[src/rtl/core/srrw_pkg.sv]
`timescale 1ns / 1ps
package srrw_pkg;

   localparam int OFFSET_W    = 32;
   localparam int KIND_W      = 2;
   localparam int WIN_CFG_W   = 5;
   localparam int SEG_W       = 16;
   localparam int CSR_INDEX_W = 2;
   localparam int CSR_DATA_W  = 16;
   localparam int NAK_OFF_W   = 24;

   localparam logic [CSR_INDEX_W-1:0] REG_WINDOW_SIZE  = 2'd0;
   localparam logic [CSR_INDEX_W-1:0] REG_SEGMENT_SIZE = 2'd1;

   localparam logic [KIND_W-1:0] KIND_DELIVER = 2'd0;
   localparam logic [KIND_W-1:0] KIND_ACK     = 2'd1;
   localparam logic [KIND_W-1:0] KIND_NAK     = 2'd2;

   localparam logic [WIN_CFG_W-1:0] WIN_RESET = 5'd16;
   localparam logic [SEG_W-1:0]     SEG_RESET = 16'd1024;

   typedef struct packed {
      logic load;
      logic search_step;
      logic mark_slot;
      logic set_nak;
      logic emit_nak;
      logic mark_head;
      logic drain_step;
      logic emit_ack;
   } cmd_type;

   typedef struct packed {
      logic hit;
      logic search_last;
      logic slot_zero;
      logic nak_pending;
      logic drain_more;
      logic out_free;
   } sts_type;

endpackage

[src/rtl/core/srrw_req_if.sv]
`timescale 1ns / 1ps
interface srrw_req_if;
   logic        valid;
   logic        ready;
   logic [31:0] seq_offset;

   modport source (output valid, output seq_offset, input ready);
   modport sink   (input valid, input seq_offset, output ready);
endinterface

[src/rtl/core/srrw_rsp_if.sv]
`timescale 1ns / 1ps
interface srrw_rsp_if;
   logic        valid;
   logic        ready;
   logic [1:0]  result_kind;
   logic [31:0] offset;
   logic        last;

   modport source (output valid, output result_kind, output offset, output last,
                   input ready);
   modport sink   (input valid, input result_kind, input offset, input last,
                   output ready);
endinterface

[src/rtl/core/srrw_ctrl.sv]
`timescale 1ns / 1ps
module srrw_ctrl (
   input  logic              clock,
   input  logic              reset,
   input  logic              req_valid,
   output logic              req_ready,
   input  srrw_pkg::sts_type sts,
   output srrw_pkg::cmd_type cmd
);
   import srrw_pkg::*;

   typedef enum logic [4:0] {
      S_IDLE   = 5'b00001,
      S_SEARCH = 5'b00010,
      S_NAK    = 5'b00100,
      S_DRAIN  = 5'b01000,
      S_ACK    = 5'b10000
   } state_type;

   state_type state_ff, state_in;

   assign req_ready = (state_ff == S_IDLE);

   always_comb begin
      cmd      = '0;
      state_in = state_ff;
      case (state_ff)
         S_IDLE: begin
            if (req_valid) begin
               cmd.load = 1'b1;
               state_in = S_SEARCH;
            end
         end
         S_SEARCH: begin
            if (sts.hit) begin
               if (sts.slot_zero) begin
                  cmd.mark_head = 1'b1;
                  state_in      = S_DRAIN;
               end else if (!sts.nak_pending) begin
                  cmd.mark_slot = 1'b1;
                  cmd.set_nak   = 1'b1;
                  state_in      = S_NAK;
               end else begin
                  // out of order with a NAK already outstanding: mark only
                  cmd.mark_slot = 1'b1;
                  state_in      = S_IDLE;
               end
            end else if (sts.search_last) begin
               state_in = S_IDLE;
            end else begin
               cmd.search_step = 1'b1;
            end
         end
         S_NAK: begin
            if (sts.out_free) begin
               cmd.emit_nak = 1'b1;
               state_in     = S_IDLE;
            end
         end
         S_DRAIN: begin
            if (!sts.drain_more) begin
               state_in = S_ACK;
            end else if (sts.out_free) begin
               cmd.drain_step = 1'b1;
            end
         end
         S_ACK: begin
            if (sts.out_free) begin
               cmd.emit_ack = 1'b1;
               state_in     = S_IDLE;
            end
         end
         default: begin
            state_in = S_IDLE;
         end
      endcase
   end

   always_ff @(posedge clock) begin
      if (reset) begin
         state_ff <= S_IDLE;
      end else begin
         state_ff <= state_in;
      end
   end

endmodule

[src/rtl/core/srrw_dp.sv]
`timescale 1ns / 1ps
module srrw_dp #(
   parameter int WIN_MAX = 16
) (
   input  logic                                clock,
   input  logic                                reset,
   input  logic                                csr_we,
   input  logic [srrw_pkg::CSR_INDEX_W-1:0]    csr_index,
   input  logic [srrw_pkg::CSR_DATA_W-1:0]     csr_wdata,
   input  logic [srrw_pkg::OFFSET_W-1:0]       req_seq_offset,
   input  srrw_pkg::cmd_type                   cmd,
   output srrw_pkg::sts_type                   sts,
   output logic                                rsp_valid,
   input  logic                                rsp_ready,
   output logic [srrw_pkg::KIND_W-1:0]         rsp_result_kind,
   output logic [srrw_pkg::OFFSET_W-1:0]       rsp_offset,
   output logic                                rsp_last
);
   import srrw_pkg::*;

   localparam int HW = (WIN_MAX > 1) ? $clog2(WIN_MAX) : 1;
   localparam int CW = $clog2(WIN_MAX + 1);
   localparam int SW = CW + 1;
   localparam int AW = SEG_W + CW;

   logic [WIN_CFG_W-1:0] win_cfg_ff;
   logic [SEG_W-1:0]     seg_cfg_ff;
   logic [OFFSET_W-1:0]  expected_ff;
   logic                 nak_ff;
   logic [WIN_MAX-1:0]   marks_ff;
   logic [HW-1:0]        head_ff;
   logic [OFFSET_W-1:0]  dist_ff;
   logic [AW-1:0]        acc_ff;
   logic [CW-1:0]        k_ff;
   logic [OFFSET_W-1:0]  prev_ff;
   logic                 rsp_valid_ff;
   logic [KIND_W-1:0]    rsp_kind_ff;
   logic [OFFSET_W-1:0]  rsp_offset_ff;
   logic                 rsp_last_ff;

   logic [SEG_W-1:0] eff_seg;
   logic [CW-1:0]    eff_win;
   logic [SW-1:0]    slot_sum;
   logic [HW-1:0]    slot;
   logic [HW-1:0]    head_next;
   logic             out_free;

   always_comb begin
      eff_seg = (seg_cfg_ff == '0) ? SEG_W'(1) : seg_cfg_ff;
      if (win_cfg_ff == '0) begin
         eff_win = CW'(1);
      end else if (32'(win_cfg_ff) > 32'(WIN_MAX)) begin
         eff_win = CW'(WIN_MAX);
      end else begin
         eff_win = CW'(win_cfg_ff);
      end
   end

   // ring slot of the matched segment, head + k folded back once
   always_comb begin
      slot_sum = SW'(head_ff) + SW'(k_ff);
      if (slot_sum >= SW'(WIN_MAX)) begin
         slot = HW'(slot_sum - SW'(WIN_MAX));
      end else begin
         slot = HW'(slot_sum);
      end
      head_next = (head_ff == HW'(WIN_MAX - 1)) ? '0 : head_ff + HW'(1);
   end

   assign out_free = !rsp_valid_ff || rsp_ready;

   always_comb begin
      sts             = '0;
      sts.hit         = (OFFSET_W'(acc_ff) == dist_ff);
      sts.search_last = (k_ff == eff_win - CW'(1));
      sts.slot_zero   = (k_ff == '0);
      sts.nak_pending = nak_ff;
      sts.drain_more  = (k_ff < eff_win) && marks_ff[head_ff];
      sts.out_free    = out_free;
   end

   always_ff @(posedge clock) begin
      if (reset) begin
         win_cfg_ff <= WIN_RESET;
         seg_cfg_ff <= SEG_RESET;
      end else if (csr_we) begin
         case (csr_index)
            REG_WINDOW_SIZE:  win_cfg_ff <= csr_wdata[WIN_CFG_W-1:0];
            REG_SEGMENT_SIZE: seg_cfg_ff <= csr_wdata[SEG_W-1:0];
            default: ;
         endcase
      end
   end

   always_ff @(posedge clock) begin
      if (reset) begin
         expected_ff <= '0;
         nak_ff      <= 1'b0;
         marks_ff    <= '0;
         head_ff     <= '0;
      end else begin
         if (cmd.set_nak) begin
            nak_ff <= 1'b1;
         end else if (cmd.emit_ack) begin
            nak_ff <= 1'b0;
         end
         if (cmd.mark_slot) begin
            marks_ff[slot] <= 1'b1;
         end else if (cmd.mark_head) begin
            marks_ff[head_ff] <= 1'b1;
         end else if (cmd.drain_step) begin
            marks_ff[head_ff] <= 1'b0;
         end
         if (cmd.drain_step) begin
            expected_ff <= expected_ff + OFFSET_W'(eff_seg);
            head_ff     <= head_next;
         end
      end
   end

   // search: acc walks k * segment_size until it meets the distance
   always_ff @(posedge clock) begin
      if (cmd.load) begin
         dist_ff <= req_seq_offset - expected_ff;
         acc_ff  <= '0;
         k_ff    <= '0;
      end else if (cmd.search_step) begin
         acc_ff <= acc_ff + AW'(eff_seg);
         k_ff   <= k_ff + CW'(1);
      end else if (cmd.drain_step) begin
         k_ff <= k_ff + CW'(1);
      end
      if (cmd.drain_step) begin
         prev_ff <= expected_ff;
      end
   end

   always_ff @(posedge clock) begin
      if (reset) begin
         rsp_valid_ff <= 1'b0;
      end else if (cmd.emit_nak || cmd.drain_step || cmd.emit_ack) begin
         rsp_valid_ff <= 1'b1;
      end else if (rsp_ready) begin
         rsp_valid_ff <= 1'b0;
      end
   end

   always_ff @(posedge clock) begin
      if (cmd.emit_nak) begin
         rsp_kind_ff   <= KIND_NAK;
         rsp_offset_ff <= {{(OFFSET_W - NAK_OFF_W){1'b0}}, expected_ff[NAK_OFF_W-1:0]};
         rsp_last_ff   <= 1'b1;
      end else if (cmd.drain_step) begin
         rsp_kind_ff   <= KIND_DELIVER;
         rsp_offset_ff <= expected_ff;
         rsp_last_ff   <= 1'b0;
      end else if (cmd.emit_ack) begin
         rsp_kind_ff   <= KIND_ACK;
         rsp_offset_ff <= prev_ff;
         rsp_last_ff   <= 1'b1;
      end
   end

   assign rsp_valid       = rsp_valid_ff;
   assign rsp_result_kind = rsp_kind_ff;
   assign rsp_offset      = rsp_offset_ff;
   assign rsp_last        = rsp_last_ff;

endmodule

[src/rtl/core/selective_repeat_receiver_window.sv]
`timescale 1ns / 1ps
// Receiver window control for a selective-repeat link with NAKs.
// req_chan carries one segment offset per transfer; rsp_chan returns
// deliver, cumulative ACK and NAK results, with last set on the final
// result caused by a segment. csr_we/csr_index/csr_wdata write
// window_size (index 0) and segment_size (index 1); write only when idle.
// Steps: the block registers the segment, then the slot search steps one
// window slot per cycle and discards a segment that matches no slot. An
// out-of-order segment with no NAK pending then gives a NAK. An in-order
// segment drains one deliver per cycle while rsp_chan takes them, stops
// at the gap, then gives one ACK.
// req_chan.ready is high only while the block is idle; one segment is in
// work at a time. Results sit in an output register; a stalled rsp_chan
// holds the drain in place, nothing is dropped.
// Reset (synchronous): expected offset 0, no NAK pending, all marks
// cleared, window_size 16, segment_size 1024.
module selective_repeat_receiver_window #(
   parameter int WIN_MAX = 16
) (
   input  logic                             clock,
   input  logic                             reset,
   srrw_req_if.sink                         req_chan,
   srrw_rsp_if.source                       rsp_chan,
   input  logic                             csr_we,
   input  logic [srrw_pkg::CSR_INDEX_W-1:0] csr_index,
   input  logic [srrw_pkg::CSR_DATA_W-1:0]  csr_wdata
);
   import srrw_pkg::*;

   cmd_type cmd;
   sts_type sts;

   srrw_ctrl u_ctrl (
      .clock     (clock),
      .reset     (reset),
      .req_valid (req_chan.valid),
      .req_ready (req_chan.ready),
      .sts       (sts),
      .cmd       (cmd)
   );

   srrw_dp #(
      .WIN_MAX (WIN_MAX)
   ) u_dp (
      .clock           (clock),
      .reset           (reset),
      .csr_we          (csr_we),
      .csr_index       (csr_index),
      .csr_wdata       (csr_wdata),
      .req_seq_offset  (req_chan.seq_offset),
      .cmd             (cmd),
      .sts             (sts),
      .rsp_valid       (rsp_chan.valid),
      .rsp_ready       (rsp_chan.ready),
      .rsp_result_kind (rsp_chan.result_kind),
      .rsp_offset      (rsp_chan.offset),
      .rsp_last        (rsp_chan.last)
   );

endmodule

[src/flat_wrapper.sv]
// flat-port wrapper written by rule: the top's interface ports become plain ports
module selective_repeat_receiver_window_flat import srrw_pkg::*;
#(
   parameter int WIN_MAX = 16
)
  (clock, reset, csr_we, csr_index, csr_wdata, req_chan_valid, req_chan_seq_offset, req_chan_ready, rsp_chan_valid, rsp_chan_result_kind, rsp_chan_offset, rsp_chan_last, rsp_chan_ready);
  srrw_req_if req_chan_i ();
  srrw_rsp_if rsp_chan_i ();
  input  logic clock;
  input  logic reset;
  input  logic csr_we;
  input  logic [srrw_pkg::CSR_INDEX_W-1:0] csr_index;
  input  logic [srrw_pkg::CSR_DATA_W-1:0] csr_wdata;
  input wire logic [$bits(req_chan_i.valid)-1:0] req_chan_valid;
  input wire logic [$bits(req_chan_i.seq_offset)-1:0] req_chan_seq_offset;
  output wire logic [$bits(req_chan_i.ready)-1:0] req_chan_ready;
  output wire logic [$bits(rsp_chan_i.valid)-1:0] rsp_chan_valid;
  output wire logic [$bits(rsp_chan_i.result_kind)-1:0] rsp_chan_result_kind;
  output wire logic [$bits(rsp_chan_i.offset)-1:0] rsp_chan_offset;
  output wire logic [$bits(rsp_chan_i.last)-1:0] rsp_chan_last;
  input wire logic [$bits(rsp_chan_i.ready)-1:0] rsp_chan_ready;
  assign req_chan_i.valid = req_chan_valid;
  assign req_chan_i.seq_offset = req_chan_seq_offset;
  assign req_chan_ready = req_chan_i.ready;
  assign rsp_chan_valid = rsp_chan_i.valid;
  assign rsp_chan_result_kind = rsp_chan_i.result_kind;
  assign rsp_chan_offset = rsp_chan_i.offset;
  assign rsp_chan_last = rsp_chan_i.last;
  assign rsp_chan_i.ready = rsp_chan_ready;
  selective_repeat_receiver_window #(.WIN_MAX(WIN_MAX)) u_core (.clock(clock), .reset(reset), .req_chan(req_chan_i), .rsp_chan(rsp_chan_i), .csr_we(csr_we), .csr_index(csr_index), .csr_wdata(csr_wdata));
endmodule
[config.mk]
export PLATFORM = sky130hd
export DESIGN_NAME = selective_repeat_receiver_window_flat
export DESIGN_NICKNAME = d
export VERILOG_FILES = /design/src/rtl/core/srrw_pkg.sv /design/src/rtl/core/srrw_req_if.sv /design/src/rtl/core/srrw_rsp_if.sv /design/src/rtl/core/srrw_ctrl.sv /design/src/rtl/core/srrw_dp.sv /design/src/rtl/core/selective_repeat_receiver_window.sv /design/src/flat_wrapper.sv
export SDC_FILE = /design/constraint.sdc
export NUM_CORES = 1
export LEC_CHECK = 0
export BUFFER_PORTS_ARGS = -buffer_cell sky130_fd_sc_hd__buf_4
export CORE_AREA = 2 2 222 224
export DETAILED_ROUTE_END_ITERATION = 10
export DIE_AREA = 0 0 224 226
export HOLD_SLACK_MARGIN = 0.1
export PLACE_DENSITY = 0.39
export SYNTH_ARGS = -nofsm -noshare
export SYNTH_HDL_FRONTEND = slang
export SYNTH_SLANG_ARGS = --single-unit
[constraint.sdc]
create_clock -name clock -period 4.8 [get_ports clock]
set_input_delay 0.96 -clock clock [delete_from_list [all_inputs] [get_ports clock]]
set_output_delay 0.96 -clock clock [all_outputs]
set_load 0.05 [all_outputs]
After elaboration in Yosys (flattened, before gate mapping)
Cells that the tools add are included.
{ "word_totals": {"regBits": 205, "output_inout_bits": 37} }
{ "classes": {"addsub": 8, "n_lt_le_gt_ge": 7, "eq_ne": 13, "mux": 51, "n_bitwise": 4, "reduce_logical": 22} }
{ "ops": {"columns": ["op", "count"], "rows": [
  ["two-way mux 16 bit", 4],
  ["two-way mux 32 bit", 2],
  ["two-way mux 5 bit", 10],
  ["adder 32 x 16 -> 32 bit", 1],
  ["equality test 21 x 32 -> 1 bit", 1],
  ["OR 16 bit", 2],
  ["subtractor 32 bit", 1],
  ["two-way mux 24 bit", 1],
  ["two-way mux 1 bit", 22],
  ["adder 21 x 16 -> 21 bit", 1],
  ["one-hot mux 5 bit (4 select lines)", 1],
  ["bitwise AND 16 bit", 1],
  ["zero test 16 bit", 1],
  ["NOT 16 bit", 1],
  ["zero test 5 bit", 2],
  ["< comparator 4 x 5 -> 1 bit (second input constant)", 2],
  ["demux 1 bit (select 4 bit)", 2],
  [">= comparator 4 x 1 -> 1 bit (second input constant)", 2],
  ["two-way mux 2 bit", 4],
  ["two-way mux 4 bit", 2],
  ["nonzero test 2 bit", 4],
  ["adder 4 x 5 -> 6 bit", 1],
  [">= comparator 6 x 5 -> 1 bit (second input constant)", 1],
  ["two-way mux 3 bit", 2],
  ["other kinds (26)", 34]
]} }

Longest topological paths before layout
{ "logic_depth": {"ltp_word": 10, "depth_mapped": 15} }

By module
Synthesis repeated with hierarchy kept, for this count alone.
{ "hier_totals": {"hier_cells": 1313, "area_unflattened_um2": 11932.7} }
{ "by_module_without_submodules": {"columns": ["module", "n_inst", "cells_per_inst", "area_each_um2", "seq_area_each_um2"], "rows": [
  ["srrw_dp", 1, 1270, 11581.1, 4884.7],
  ["srrw_ctrl", 1, 43, 351.6, 100.1]
]} }

Worst setup path before layout
OpenSTA, ideal clock, no wires.
{ "synth_timing": {"path_type": "reg-to-reg", "from": "register u_core.u_dp.win_cfg_ff[4]", "to": "register u_core.u_dp.prev_ff[0], enable pin", "setup_ps": 409, "arrival_time_ps": 3211, "required_time_ps": 4391, "setup_slack_ps": 1180, "stages_incl_launch_ff": 12, "path_buffers": 2, "synth_period_minus_slack_ps": 3620, "path_cell_list": "dfxtp_1 > inv_1 > nand2_1 > ha_1 > nor2b_1 > o21a_1 > o21a_1 > o21ai_0 > nand4_4 > inv_2 > clkbuf_1 > clkbuf_1"} }
{ "synth_rtl": {"columns": ["element", "line", "source"], "rows": [
  ["from (decl)", "srrw_dp.sv:26", "logic [WIN_CFG_W-1:0] win_cfg_ff;"],
  ["from (signal assigned)", "srrw_dp.sv:88", "REG_WINDOW_SIZE: win_cfg_ff <= csr_wdata[WIN_CFG_W-1:0];"],
  ["to (signal assigned)", "srrw_dp.sv:134", "prev_ff <= expected_ff;"],
  ["to (decl)", "srrw_dp.sv:35", "logic [OFFSET_W-1:0] prev_ff;"]
]} }

Final worst setup path
{ "layout_timing": {"from": "register u_core.u_dp.seg_cfg_ff[7]", "to": "register u_core.u_dp.expected_ff[28]"} }
{ "layout_between": {"elab_chain_cells": 3} }
{ "layout_lines": {"columns": ["element", "line", "source"], "rows": [
  ["from (decl)", "srrw_dp.sv:27", "logic [SEG_W-1:0] seg_cfg_ff;"],
  ["from (signal assigned)", "srrw_dp.sv:89", "REG_SEGMENT_SIZE: seg_cfg_ff <= csr_wdata[SEG_W-1:0];"],
  ["zero test 16 bit", "srrw_dp.sv:49", "eff_seg = (seg_cfg_ff == '0) ? SEG_W'(1) : seg_cfg_ff;"],
  ["two-way mux 16 bit *", "srrw_dp.sv:49", null],
  ["adder 32 x 16 -> 32 bit *", "srrw_dp.sv:115", "expected_ff <= expected_ff + OFFSET_W'(eff_seg);"],
  ["to (signal assigned)", "srrw_dp.sv:115", null],
  ["to (decl)", "srrw_dp.sv:28", "logic [OFFSET_W-1:0] expected_ff;"]
]} }
Every way passes the cells marked *; elsewhere a longest branch is shown, timed or not.
A chain may end at the register's enable or synchronous reset.

==> qor.txt <==
Synth top cells by count = dfxtp_1 (117), a21oi_1 (108), nand2_1 (101)
Crit path DAT = 4.32 ns
Crit end category = register
Clk buf depth = 3
P_leak = 5.28 nW
Cell with the most instances after synthesis = dfxtp_1
Share of the synthesized area in the top cell type = 22.2%
CTS buffer count = 28
Critical path, cell by cell = nor4_1, a41o_1, ha_1, ha_1, a21oi_1, maj3_1, a211oi_4, a2111oi_4, nor3_4, o41ai_4, nor4_2, mux2_1
Crit-path max cell delay = 0.72 ns
Max Clock Freq = 258 MHz
Core area = 0.0483 mm^2
Max Transition Viols Final = 0
CTS tree = yes
Synth cell types = 78
Routed vias/inst = 4.79
Cell count after synthesis = 1242
Syn nets = 1365
Post-synthesis sequential area ratio = 41.9%
Tot Pwr = 4.37 mW
# DRC = 0
GRT overflow = 0
Synth top area cells = edfxtp_1 (22%), dfxtp_1 (20%), ha_1 (6.9%), a21oi_1 (4.5%), xnor2_1 (3.9%)
Crit Path Max Fanout = 15
Period minus WS final = 3.87 ns
DR iter-0 viols = 484
Tot GR Track Use = 14.5%
I/O pins = 92
Max Cap Viol = 0
EDFF count, synth = 88
Sink Count = 205
Diodes inserted = 0
FF+latch count, synth = 205
Resize count post-CTS = 0
Root buffer cell = clkbuf_16
Initial antenna violation count = 0
Synth Flop Type = dfxtp_1
CTS Hold Buffers Added = 0
Tcrit/Tclk final = 80.6%
CTS H-tree lvls = 1
Initial Util = 24.6%
Vias = 9407
Final Core Density = 29.1%
Max-slew headroom = 28.6%
Post-DP HPWL = 27.0 mm
Post-Syn Area = 0.0119 mm^2
Clk_lat worst skew = 0.56 ns
Synthesis-to-finish area growth = 18.4%
First-pass GRT wire length = 56.6 mm
Synth warnings = 0
Pwr/cell area = 310 mW/mm^2
Top cell type by total area after synthesis = edfxtp_1
Postcts setup bufs = 0
Area occupied by multi-input gates = 0.00639 mm^2
Critical Path RT = 5.25 ns
Reg clk slew, reported paths = 0.06 ns
Die Y = 226 um
Share of post-route cells with drive strength above 1 = 14.1%
IO Port Bufs = 91
Placer Congestion = 0.788
Register-to-register setup slack = 0.93 ns
Drt pass-1 iters = 6
Final setup violation count = 0
Worst path most repeated cell = ha_1
Ys async rst share = 0%
Fillers = 5109
Maximum vdd drop = 0.000261 V
Final WL = 36.6 mm
Actual slew at the worst max-slew pin = 1.07 ns
Register area = 0.00498 mm^2
Hold Crit Class = reg -> reg
Crit path launch type = register
Status = complete, no violations
Die width = 224 um
Slowest CP cell = dfxtp_1
Clock skew = 0.0185 ns
Total Neg Setup Slack = 0 ns
Vias in the first global route = 9314
Final Hold Fails = 0
DR WL/cell = 18.6 um
Die area = 0.0506 mm^2
Final net count = 1442
WS Path Type = reg -> reg
Std-Cell Rows = 81
RSZ-0062 raised after global routing = no
Post-route ant nets = 0
Largest net degree at the start of global routing = 62
Avg Cell Area, Syn = 9.58 um^2
[placed cells by master (no fill, tap or decap), types with 21 or more instances in the layout]
cell,instances
a21oi_1,108
buf_4,107
clkbuf_16,28
dfxtp_1,117
edfxtp_1,88
ha_1,66
inv_1,70
mux2_1,21
nand2_1,101
nand3_1,27
nor2_1,96
nor3_1,21
o21ai_0,54
xnor2_1,53
xor2_1,49
[registers in the layout (all words and copies together), names as in the netlist, named ones only]
name and count:
u_core.u_dp.prev_ff 32, u_core.u_dp.seg_cfg_ff 16, u_core.u_dp.rsp_valid 1, u_core.u_dp.head_ff 4
u_core.u_dp.k_ff 5, u_core.u_dp.acc_ff 21, u_core.u_dp.rsp_result_kind 2, u_core.u_dp.nak_ff 1
u_core.u_dp.rsp_offset 32, u_core.u_dp.rsp_last 1, u_core.u_dp.win_cfg_ff 5, u_core.u_ctrl.state_ff 5
u_core.u_dp.dist_ff 32, u_core.u_dp.expected_ff 32
[metrics by stage]
stage	area (um^2)	instances	setup slack [ns]	hold slack [ns]
after detailed placement	13200	1911	0.906	0.455
after global placement	13200	1911	0.962	0.455
after floorplan	11900	1242	1.18	0.403
after global routing	14100	1963	0.619	0.494
final	14100	1963	0.930	0.460
after CTS	14100	1963	0.900	0.466
[logic make-up after synthesis]
logic type      after synthesis  share of synthesized area, %
fa+ha+maj                    76                          7.95
simple gates                369                          15.7
mux                          53                          5.25
flops                       205                          41.9
compound gates              306                          17.2
buf+inv                     131                          4.53
xor+xnor                    102                          7.51
[worst paths after layout]
| path | startpoint | end | depth (start not counted) |
|---|---|---|---|
| min | u_core.u_dp.rsp_offset[31] | u_core.u_dp.rsp_offset[31] | 2 |
| min reg2reg | u_core.u_dp.rsp_offset[31] | u_core.u_dp.rsp_offset[31] | 2 |
| max reg2reg | u_core.u_dp.seg_cfg_ff[7] | u_core.u_dp.expected_ff[28] | 12 |
| max | u_core.u_dp.seg_cfg_ff[7] | u_core.u_dp.expected_ff[28] | 12 |
[per-layer routing]
metal,vias up,share of wire (%),GRT usage (%),wire length (um)
li1,4700,-,-,-
met1,4488,49,20.1,17800
met2,186,46,23.7,16700
met3,33,3.9,2.42,1440
met4,0,1.7,3.03,627
met5,-,0,0,0
[area by class of cell]
class | instances | area share, %
multi-input combinational | 906 | 45.4
sequential | 205 | 35.4
timing repair buffer | 107 | 5.70
tap | 622 | 5.52
clock buffer | 37 | 5.28
inverter | 71 | 1.89
clock inverter | 15 | 0.852
[power by group]
part           total [mW]  leakage, nW  switching, mW  internal [mW]
combinational       0.461         3.06          0.279          0.182
clock                1.97        0.417          0.821           1.15
sequential           1.95         1.80         0.0552           1.89
[critical path: cells and delay by family (launching register included)]
| kind | cells | cell delay [ns] |
|---|---|---|
| compound gates | 5 | 1.65 |
| flops | 1 | 0.72 |
| fa+ha+maj | 3 | 0.68 |
| simple gates | 3 | 0.37 |
| mux | 1 | 0.34 |
No activity file was read; power rests on OpenSTA's default activity.
